**config.mk**
```make
export PLATFORM = sky130hd
export DESIGN_NAME = nonpreemptive_priority_scheduler_top
export DESIGN_NICKNAME = d
export VERILOG_FILES = /design/src/sv/nppsched_pkg.sv /design/src/sv/nonpreemptive_priority_scheduler_top.sv /design/src/sv/nppsched_cell.sv
export SDC_FILE = /design/constraint.sdc
export NUM_CORES = 2
export LEC_CHECK = 0
export BUFFER_PORTS_ARGS = -buffer_cell sky130_fd_sc_hd__buf_2
export CAP_MARGIN = 15
export CORE_AREA = 2 2 561 563
export DETAILED_ROUTE_END_ITERATION = 16
export DIE_AREA = 0 0 563 565
export GPL_TIMING_DRIVEN = 0
export HOLD_SLACK_MARGIN = 0.15
export PLACE_DENSITY = 0.5
export RECOVER_POWER = 100
export SLEW_MARGIN = 10
export SYNTH_ARGS = -nofsm -noshare
export SYNTH_HDL_FRONTEND = slang
export SYNTH_HIERARCHICAL = 1
export SYNTH_SLANG_ARGS = --single-unit
```
**constraint.sdc**
```tcl
create_clock -name clk -period 18.1 [get_ports clk]
set_input_delay 0.905 -clock clk [delete_from_list [all_inputs] [get_ports clk]]
set_output_delay 0.905 -clock clk [all_outputs]
set_load 0.02 [all_outputs]
```
**src/sv/nppsched_pkg.sv**
```systemverilog
// Types and constants shared by the priority scheduler modules.
package nppsched_pkg;

  localparam logic [15:0] MAX_DISPATCH_RST = 16'd500;

  localparam logic CMD_ARRIVE = 1'b0;
  localparam logic CMD_DRAIN  = 1'b1;

  localparam logic [1:0] STATUS_DISPATCHED = 2'd0;
  localparam logic [1:0] STATUS_REJ_FULL   = 2'd1;
  localparam logic [1:0] STATUS_REJ_LIMIT  = 2'd2;

  typedef struct packed {
    logic        cmd;
    logic [15:0] job_id;
    logic [31:0] arrival_time;
    logic [15:0] burst_length;
    logic [7:0]  prio_level;
  } in_word_t;

  typedef struct packed {
    logic [1:0]  status;
    logic [15:0] out_job_id;
    logic [31:0] start_time;
    logic [31:0] end_time;
    logic [31:0] wait_time;
    logic [31:0] turnaround_time;
    logic [47:0] total_wait;
    logic [47:0] total_turnaround;
    logic [15:0] dispatched_count;
    logic        last;
  } out_word_t;

  // One ready-queue entry.
  typedef struct packed {
    logic [15:0] id;
    logic [31:0] arrival;
    logic [15:0] burst;
    logic [7:0]  level;
  } q_entry_t;

  typedef enum logic [1:0] {
    CELL_HOLD,
    CELL_POP,
    CELL_INSERT
  } cell_op_t;

  typedef enum logic {
    ST_IDLE,
    ST_RUN
  } fsm_state_t;

endpackage

```
**src/sv/nonpreemptive_priority_scheduler_top.sv**
```systemverilog
// Top level of the non-preemptive priority scheduler: control, queue chain, results.
//
//  channel   dir  handshake                 word
//  --------  ---  ------------------------  -------------------------------
//  item      in   start & !busy             in_word_t (arrival or drain)
//  result    out  result_valid, one cycle   out_word_t (dispatch / reject)
//  config    in   cfg_we                    cfg_wdata -> max_dispatches
//
// An arrival or drain that is taken dispatches its jobs one after the other, then
// closes (for an arrival: jump of the idle clock, insert into the chain or
// queue-full reject). Each result is registered and shows in the cycle after the cycle that made it.
// An arrival refused by the dispatch limit is answered the cycle after it is
// taken and leaves busy low. One job leaves the head cell per cycle.
// Reset (rst, synchronous) empties the queue, zeroes clock, totals and count and
// loads max_dispatches with 500. Results cannot be stalled by the receiver.
module nonpreemptive_priority_scheduler_top
  import nppsched_pkg::*;
#(
  parameter int QUEUE_DEPTH = 16
) (
  input  logic      clk,
  input  logic      rst,
  input  logic      start,
  output logic      busy,
  input  in_word_t  item,
  output logic      result_valid,
  output out_word_t result,
  input  logic      cfg_we,
  input  logic [15:0] cfg_wdata
);

  localparam int CW = $clog2(QUEUE_DEPTH + 1);

  fsm_state_t state, state_next;
  in_word_t   item_q;

  logic [CW-1:0] count;
  logic [31:0]   clock_now;
  logic [47:0]   sum_wait;
  logic [47:0]   sum_turnaround;
  logic [15:0]   done_count;
  logic [15:0]   max_dispatches;

  // Queue chain: index 0 is the head (next job to run).
  q_entry_t entries     [QUEUE_DEPTH];
  q_entry_t left_e      [QUEUE_DEPTH];
  q_entry_t right_e     [QUEUE_DEPTH];
  logic [QUEUE_DEPTH-1:0] ahead;
  logic [QUEUE_DEPTH-1:0] left_b;
  q_entry_t new_entry;
  cell_op_t cell_op;

  // Control strobes.
  logic do_dispatch, do_rej_limit, do_rej_full, do_insert, do_jump;

  // Dispatch datapath on the head entry.
  logic [31:0] end_t, wait_t, ta_t;
  logic        queue_empty, queue_full, limit_hit, clock_behind, run_go, last_disp;

  assign new_entry.id      = item_q.job_id;
  assign new_entry.arrival = item_q.arrival_time;
  assign new_entry.burst   = item_q.burst_length;
  assign new_entry.level   = item_q.prio_level;

  for (genvar g = 0; g < QUEUE_DEPTH; g++) begin : g_cell
    if (g == 0) begin : g_head
      // Head cell: nothing ahead of it, so an insert that reaches it loads the new job.
      assign left_e[g] = new_entry;
      assign left_b[g] = 1'b0;
    end else begin : g_mid
      assign left_e[g] = entries[g-1];
      assign left_b[g] = ahead[g-1];
    end
    if (g == QUEUE_DEPTH - 1) begin : g_tail
      assign right_e[g] = entries[g];
    end else begin : g_body
      assign right_e[g] = entries[g+1];
    end

    nppsched_cell u_cell (
      .clk        (clk),
      .op         (cell_op),
      .occ        (CW'(g) < count),
      .new_entry  (new_entry),
      .left_entry (left_e[g]),
      .left_ahead (left_b[g]),
      .right_entry(right_e[g]),
      .entry      (entries[g]),
      .ahead      (ahead[g])
    );
  end

  assign end_t  = clock_now + 32'(entries[0].burst);
  assign wait_t = clock_now - entries[0].arrival;
  assign ta_t   = end_t - entries[0].arrival;

  assign queue_empty  = (count == '0);
  assign queue_full   = (count == CW'(QUEUE_DEPTH));
  assign limit_hit    = (done_count >= max_dispatches);
  assign clock_behind = (clock_now < item_q.arrival_time);
  assign run_go       = !queue_empty && !limit_hit &&
                        ((item_q.cmd == CMD_DRAIN) || clock_behind);

  // Final dispatch of this word: queue runs dry, limit is hit, or (arrival)
  // the clock catches up. After any dispatch the queue cannot be full, so an
  // arrival's closing cycle inserts silently.
  assign last_disp = (count == CW'(1)) || ((done_count + 16'd1) == max_dispatches) ||
                     ((item_q.cmd == CMD_ARRIVE) && !(end_t < item_q.arrival_time));

  assign busy = rst || (state != ST_IDLE);

  always_ff @(posedge clk) begin
    if (rst) begin
      state <= ST_IDLE;
    end else begin
      state <= state_next;
    end
  end

  always_comb begin
    state_next   = state;
    cell_op      = CELL_HOLD;
    do_dispatch  = 1'b0;
    do_rej_limit = 1'b0;
    do_rej_full  = 1'b0;
    do_insert    = 1'b0;
    do_jump      = 1'b0;
    unique case (state)
      ST_IDLE: begin
        if (start) begin
          if ((item.cmd == CMD_ARRIVE) && limit_hit) begin
            do_rej_limit = 1'b1;
          end else begin
            state_next = ST_RUN;
          end
        end
      end
      ST_RUN: begin
        if (run_go) begin
          do_dispatch = 1'b1;
          cell_op     = CELL_POP;
        end else begin
          state_next = ST_IDLE;
          if (item_q.cmd == CMD_ARRIVE) begin
            do_jump = queue_empty && clock_behind;
            if (queue_full) begin
              do_rej_full = 1'b1;
            end else begin
              do_insert = 1'b1;
              cell_op   = CELL_INSERT;
            end
          end
        end
      end
      default: begin
        state_next = ST_IDLE;
      end
    endcase
  end

  // Control and scheduler state.
  always_ff @(posedge clk) begin
    if (rst) begin
      count          <= '0;
      clock_now      <= '0;
      sum_wait       <= '0;
      sum_turnaround <= '0;
      done_count     <= '0;
      max_dispatches <= MAX_DISPATCH_RST;
      result_valid   <= 1'b0;
    end else begin
      result_valid <= do_dispatch || do_rej_limit || do_rej_full;
      if (cfg_we) begin
        max_dispatches <= cfg_wdata;
      end
      if (do_dispatch) begin
        count          <= count - CW'(1);
        clock_now      <= end_t;
        sum_wait       <= sum_wait + 48'(wait_t);
        sum_turnaround <= sum_turnaround + 48'(ta_t);
        done_count     <= done_count + 16'd1;
      end
      if (do_insert) begin
        count <= count + CW'(1);
      end
      if (do_jump) begin
        clock_now <= item_q.arrival_time;
      end
    end
  end

  // Payload: latched word and result word.
  always_ff @(posedge clk) begin
    if ((state == ST_IDLE) && start) begin
      item_q <= item;
    end
    if (do_dispatch) begin
      result.status           <= STATUS_DISPATCHED;
      result.out_job_id       <= entries[0].id;
      result.start_time       <= clock_now;
      result.end_time         <= end_t;
      result.wait_time        <= wait_t;
      result.turnaround_time  <= ta_t;
      result.total_wait       <= sum_wait + 48'(wait_t);
      result.total_turnaround <= sum_turnaround + 48'(ta_t);
      result.dispatched_count <= done_count + 16'd1;
      result.last             <= last_disp;
    end else if (do_rej_limit || do_rej_full) begin
      result.status           <= do_rej_limit ? STATUS_REJ_LIMIT : STATUS_REJ_FULL;
      result.out_job_id       <= do_rej_limit ? item.job_id : item_q.job_id;
      result.start_time       <= '0;
      result.end_time         <= '0;
      result.wait_time        <= '0;
      result.turnaround_time  <= '0;
      result.total_wait       <= sum_wait;
      result.total_turnaround <= sum_turnaround;
      result.dispatched_count <= done_count;
      result.last             <= 1'b1;
    end
  end

`ifndef ASSERT_OFF
  a_count_bound: assert property (@(posedge clk) disable iff (rst)
    count <= CW'(QUEUE_DEPTH))
    else $error("queue count exceeds depth");

  a_pop_count: assert property (@(posedge clk) disable iff (rst)
    result_valid && (result.status == STATUS_DISPATCHED) |-> count == $past(count) - CW'(1))
    else $error("dispatch did not pop the queue");

  a_reject_idle: assert property (@(posedge clk) disable iff (rst)
    result_valid && (result.status != STATUS_DISPATCHED) |-> !busy && result.last)
    else $error("reject not final or block still busy");

  a_accept_react: assert property (@(posedge clk) disable iff (rst)
    start && !busy |=> busy || result_valid)
    else $error("accepted word produced no activity");
`endif

endmodule

```
**src/sv/nppsched_cell.sv**
```systemverilog
// One slot of the sorted ready queue; shifts toward the head on pop, away on insert.
module nppsched_cell
  import nppsched_pkg::*;
(
  input  logic     clk,
  input  cell_op_t op,
  input  logic     occ,
  input  q_entry_t new_entry,
  input  q_entry_t left_entry,
  input  logic     left_ahead,
  input  q_entry_t right_entry,
  output q_entry_t entry,
  output logic     ahead
);

  // Occupied and not later in order than the incoming job: stays in place.
  assign ahead = occ && (entry.level <= new_entry.level);

  always_ff @(posedge clk) begin
    unique case (op)
      CELL_HOLD: begin
      end
      CELL_POP: begin
        entry <= right_entry;
      end
      CELL_INSERT: begin
        if (!ahead) begin
          entry <= left_ahead ? new_entry : left_entry;
        end
      end
      default: begin
      end
    endcase
  end

endmodule

```
After elaboration in Yosys (flattened, before gate mapping):

Cells that the tools add are included.

* flip-flop bits (word level): 1651
* input bits: 93
* output and inout port bits: 261
* word-level logic and storage cells: 283

* add/subtract/negate cells: 8
* order comparisons: 35
* eq/ne operators: 20
* mux-type cells: 76
* bitwise operators: 4
* reductions and logical operators: 53

Operators by type and width (count)
* $mux 72: 30
* $pmux 72 s2: 15
* $mux 257: 2
* $le 8x8->1: 16
* $add 48x32->48: 2
* $lt 32x32->1: 2
* $mux 32: 2
* $sub 32x32->32: 2
* $lt 4x5->1 const A: 8
* $add 32x16->32: 1
* $reduce_and 2->1: 16
* $ne 2x2->1 const B: 15
* $logic_and 1x1->1: 22
* $lt 3x5->1 const A: 4
* $mux 1: 18
* $add 16x1->16 const B: 1
* $eq 16x16->1: 1
* $ge 16x16->1: 1
* $mux 16: 1
* $lt 1x5->1 const A: 2
* $lt 2x5->1 const A: 2
* $mux 2: 5
* $mux 5: 2
* $reduce_bool 2->1: 4
* 11 further kinds: 22

Logic depth before layout (Yosys ltp):

* depth after elaboration: 9
* mapped depth: 32
* mapped depth without buffers: 32

Modules after synthesis:

The synthesis kept the hierarchy.

By module, submodules not included
* nppsched_cell: instances 16, cells an instance 346, area an instance 4067.7 um^2, sequential area each 2162.1 um^2
* nonpreemptive_priority_scheduler_top: instances 1, cells an instance 2765, area an instance 28016.9 um^2, sequential area each 13292.7 um^2

Worst setup path before layout:

OpenSTA, ideal clock, no wires.

* path type: input port to flip-flop
* start point: input port start
* end point: register result[0] (netlist name), enable pin
* setup time: 630 ps
* arrival: 10187 ps
* data required time: 17470 ps
* setup slack: 7283 ps
* stages: 4
* path buffers: 1
* cell sequence: nor2b_1 nand2_1 clkbuf_1 nand2_1

* longest elaborated chain between the ends: 4

Ends and longest elaborated chain
* start, declared: RTL line nonpreemptive_priority_scheduler_top.sv:23 `input logic start,`
* $mux 1: RTL line nonpreemptive_priority_scheduler_top.sv:130 `if (start) begin`
* $mux 1: RTL line nonpreemptive_priority_scheduler_top.sv:128 `unique case (state)`
* $logic_or 1x1->1: RTL line nonpreemptive_priority_scheduler_top.sv:208 `end else if (do_rej_limit || do_rej_full) begin`
* $reduce_bool 2->1 (no source line)
* end, declared: RTL line nonpreemptive_priority_scheduler_top.sv:27 `output out_word_t result,`

No other way between the ends.
A chain may end at the register's enable or synchronous reset.

Worst setup path in the final report:

* start point: register item_q[26] (netlist name)
* end point: register g_cell[13].u_cell/entry[21] (netlist name), enable pin

* longest elaborated chain between the ends: 8
* elaborated cells on any way between the ends: 10
* classes of those cells: order compare: 1; eq/ne: 3; mux: 2; reduce/logical: 4

Ends and longest elaborated chain
* start, declared: RTL line nonpreemptive_priority_scheduler_top.sv:35 `in_word_t item_q;`
* start signal, assigned: RTL line nonpreemptive_priority_scheduler_top.sv:195 `item_q <= item;`
* $lt 32x32->1 (*): RTL line nonpreemptive_priority_scheduler_top.sv:100 `assign clock_behind = (clock_now < item_q.arrival_time);`
* $logic_or 1x1->1 (*): RTL line nonpreemptive_priority_scheduler_top.sv:102 `((item_q.cmd == CMD_DRAIN) || clock_behind);`
* $logic_and 1x1->1 (*): RTL line nonpreemptive_priority_scheduler_top.sv:101 `assign run_go = !queue_empty && !limit_hit &&`
* $mux 2 (*): RTL line nonpreemptive_priority_scheduler_top.sv:139 `if (run_go) begin`
* $mux 2 (*): RTL line nonpreemptive_priority_scheduler_top.sv:128
* net cell_op[0]: RTL line nonpreemptive_priority_scheduler_top.sv:51 `cell_op_t cell_op;`
* $eq 2x2->1 / $eq 2x1->1 (equally long branches)
* $ne 2x2->1 (no source line) / $reduce_bool 2->1 (equally long branches)
* $reduce_and 2->1 (no source line) (*)
* end signal, assigned: RTL line nppsched_cell.sv:24 `entry <= right_entry;`
* end signal, assigned: RTL line nppsched_cell.sv:28 `entry <= left_ahead ? new_entry : left_entry;`
* end, declared: RTL line nppsched_cell.sv:12 `output q_entry_t entry,`

The timed path passes the listed nets; every way through them passes the cells marked *.

==> qor.yml <==
period_share_pct: 71.16
top_usage_layer: "met2"
syn-num-nets: 8748
grtUsageMet3_pct: 3.372
initial_core_util_pct: 29.89
grt.total_usage_pct: 19.31
critical_path_buf_inv_count: 9
syn_inst: 8298
place_congestion: 0.9028
required_ns: 18.56
cts-root-buf: "clkbuf_16"
finalNetCount: 9357
hold_path_end: "item_q[0]$_DFFE_PP_"
viasPerCell: 5.110
swShare_pct: 42.22
final_cell_mix: "edfxtp_1 (1482), nand2_1 (1462), mux2i_1 (1187)"
worstPathMaxFanout: 41
slew_headroom_pct: -122.1
hold_path.class: "in -> reg"
cts_setup_buffers: 0
clockBufferDepth: 4
critical_path.max_stage_delay_ns: 2.17
status: "finished, violations left"
r2r_cells: 19
path_clk_slew_ns: 0.06
antenna_found_initial: 32
setup_violations: 0
finalClockSkew_ns: 0.04880
final_util_pct: 33.50
die-area_um2: 318100
arrival_ns: 13.34
crit_path_top_delay_cell: "clkbuf_1"
ios: 354
final_common_cell: "edfxtp_1"
cp_top_family: "buffers and inverters"
power.internal_w: 0.01178
avgSynthCellArea_um2: 11.22
vias: 67397
ys_warn_count: 6
die_width_um: 563
core-area_um2: 311400
ff_latch_area_um2: 47890
cts_tree: "built"
drt-total-wl_mm: 319.6
hold_depth: 1
worstMarginPinSlew_ns: 3.332
numCtsBuffers: 192
cellLeakagePower_nw: 39.07
r2r-start: "item_q[26]$_DFFE_PP_"
synth_area_um2: 93080
post-route-drc-count: 0
r2r-end: "g_cell[13].u_cell/entry[21]$_DFFE_PP_"
syn2layout_area_growth_pct: 12.06
cts_hold_buf: 0
endpoint_kind: "flop"
ant_nets: 0
hold_viol: 0
holdWs_ns: 0.2188
htreeDepth: 4
grt_first_pass_wirelength_mm: 457.2
met2_usage_pct: 31.68
cap_viol_max_count: 46
period_needed_ns: 12.88
insertion_delay_ns: 0.87
grt_max_degree: 62
rows: 205
vdd_ir_drop_max_mv: 0.1293
cpMostUsedCell: "clkbuf_1"
post_drt_wl_per_cell_um: 24.23
start_kind: "flop"
drv_slew: 1118
comb_power_share_pct: 45.8
post_cts_resized: 0
critPathKind: "reg -> reg"
first_pass_iters: 6
fillers: 31887
path_cells: "inv_1 > ha_1 > a211oi_1 > o21ai_0 > a21oi_1 > o31ai_1 > o21ai_0 > o2111ai_1 > clkbuf_1 > inv_1 > clkbuf_1 > clkbuf_1 > clkbuf_1 > clkinv_1 > o21ai_0 > o31a_1 > o31a_1 > clkbuf_1 > clkbuf_1"
clock.fmax_ghz: 0.07764
hpwlAfterDp_mm: 241.8
final.setup.worst_slack_ns: 5.221
hold_path_startpoint: "item[0]"
p_clk_share_pct: 18.6
violations: "max-capacitance violations, max-slew violations"
io_buffer_count: 352
grt_pass1_vias: 67184
drt_iter0_drc: 5895
grt_overflow: 0
dp_slack_ns: 9.504
drive_gt1_share_pct: 7.185
r2r_slack_ns: 5.22
rsz0062_at_grt: "false"
multi_input_area_um2: 39020
die_height_um: 565
sequentialPowerShare_pct: 35.7
p_switching_w: 0.008605
cts_sinks: 1651
grt_util_met1_pct: 25.92
power_density_nw_per_um2: 195.4
## power by group through the flow
stage	Combinational (W)	Clock (W)	Sequential, W
final	0.00933	0.00378	0.00727
after CTS	0.0100	0.00387	0.00718
after floorplan	0.00672	0	0.00716
after global routing	0.0101	0.00401	0.00742
after global placement	0.00952	0	0.00752
after detailed placement	0.0100	0	0.00724
## registers in the layout (all words and copies together), names as in the netlist, 5 cells and up
| name | flops |
|---|---|
| clock_now | 32 |
| count | 5 |
| done_count | 16 |
| g_cell.u_cell/entry | 1152 |
| item_q | 73 |
| max_dispatches | 16 |
| result | 259 |
| sum_turnaround | 48 |
| sum_wait | 48 |
## how the worst max path moves through the flow
stage | start | to | slack, ns | cells past startpoint
global placement | start | result[148]$_SDFFCE_PN0P_ | -0.97 | 5
finish | item_q[26]$_DFFE_PP_ | g_cell[13].u_cell/entry[21]$_DFFE_PP_ | 5.22 | 19
detailed placement | g_cell[0].u_cell/entry[8]$_DFFE_PP_ | sum_turnaround[42]$_SDFFE_PP0P_ | 9.50 | 32
global route | item_q[26]$_DFFE_PP_ | g_cell[8].u_cell/entry[31]$_DFFE_PP_ | 4.43 | 19
CTS | g_cell[0].u_cell/entry[8]$_DFFE_PP_ | sum_turnaround[42]$_SDFFE_PP0P_ | 9.48 | 32
floorplan | start | result[0]$_SDFFCE_PN1P_ | 7.28 | 4
## layer usage
layer	routed length (um)	vias up
li1	-	31375
met1	141400	33245
met4	10050	2
met3	22410	448
met5	13	-
met2	145700	2327
## layout make-up
class | count | share of cell area, %
Antenna cell | 4 | 0.009596
Clock buffer | 248 | 4.926
Tap cell | 4140 | 4.966
Sequential cell | 1651 | 45.91
Inverter | 308 | 1.108
Clock inverter | 85 | 0.6933
Timing Repair Buffer | 415 | 1.760
Multi-Input combinational cell | 5872 | 37.41
Buffer | 467 | 3.218
## per-stage QoR
step                      cells  total power, W  cell area (um^2)  setup TNS, ns
after floorplan            8298         0.01388             93080              0
after global placement    12790         0.01704            100000        -243.22
after detailed placement  12851         0.01726            101300              0
after CTS                 13184         0.02111            107200              0
after global routing      13186         0.02156            104300              0
final                     13190         0.02038            104300              0
## worst reg2reg max path: stages, from the launching register on
cell and delay (ns):
edfxtp_1 0.88, inv_1 0.16, ha_1 0.34, a211oi_1 0.23, o21ai_0 0.15, a21oi_1 0.42
o31ai_1 0.23, o21ai_0 0.28, o2111ai_1 0.40, clkbuf_1 0.43, inv_1 0.56, clkbuf_1 0.63
clkbuf_1 0.78, clkbuf_1 2.18, clkinv_1 0.50, o21ai_0 0.39, o31a_1 0.16, o31a_1 0.96
clkbuf_1 1.42, clkbuf_1 1.34
Power figures use the tool's default switching activity.
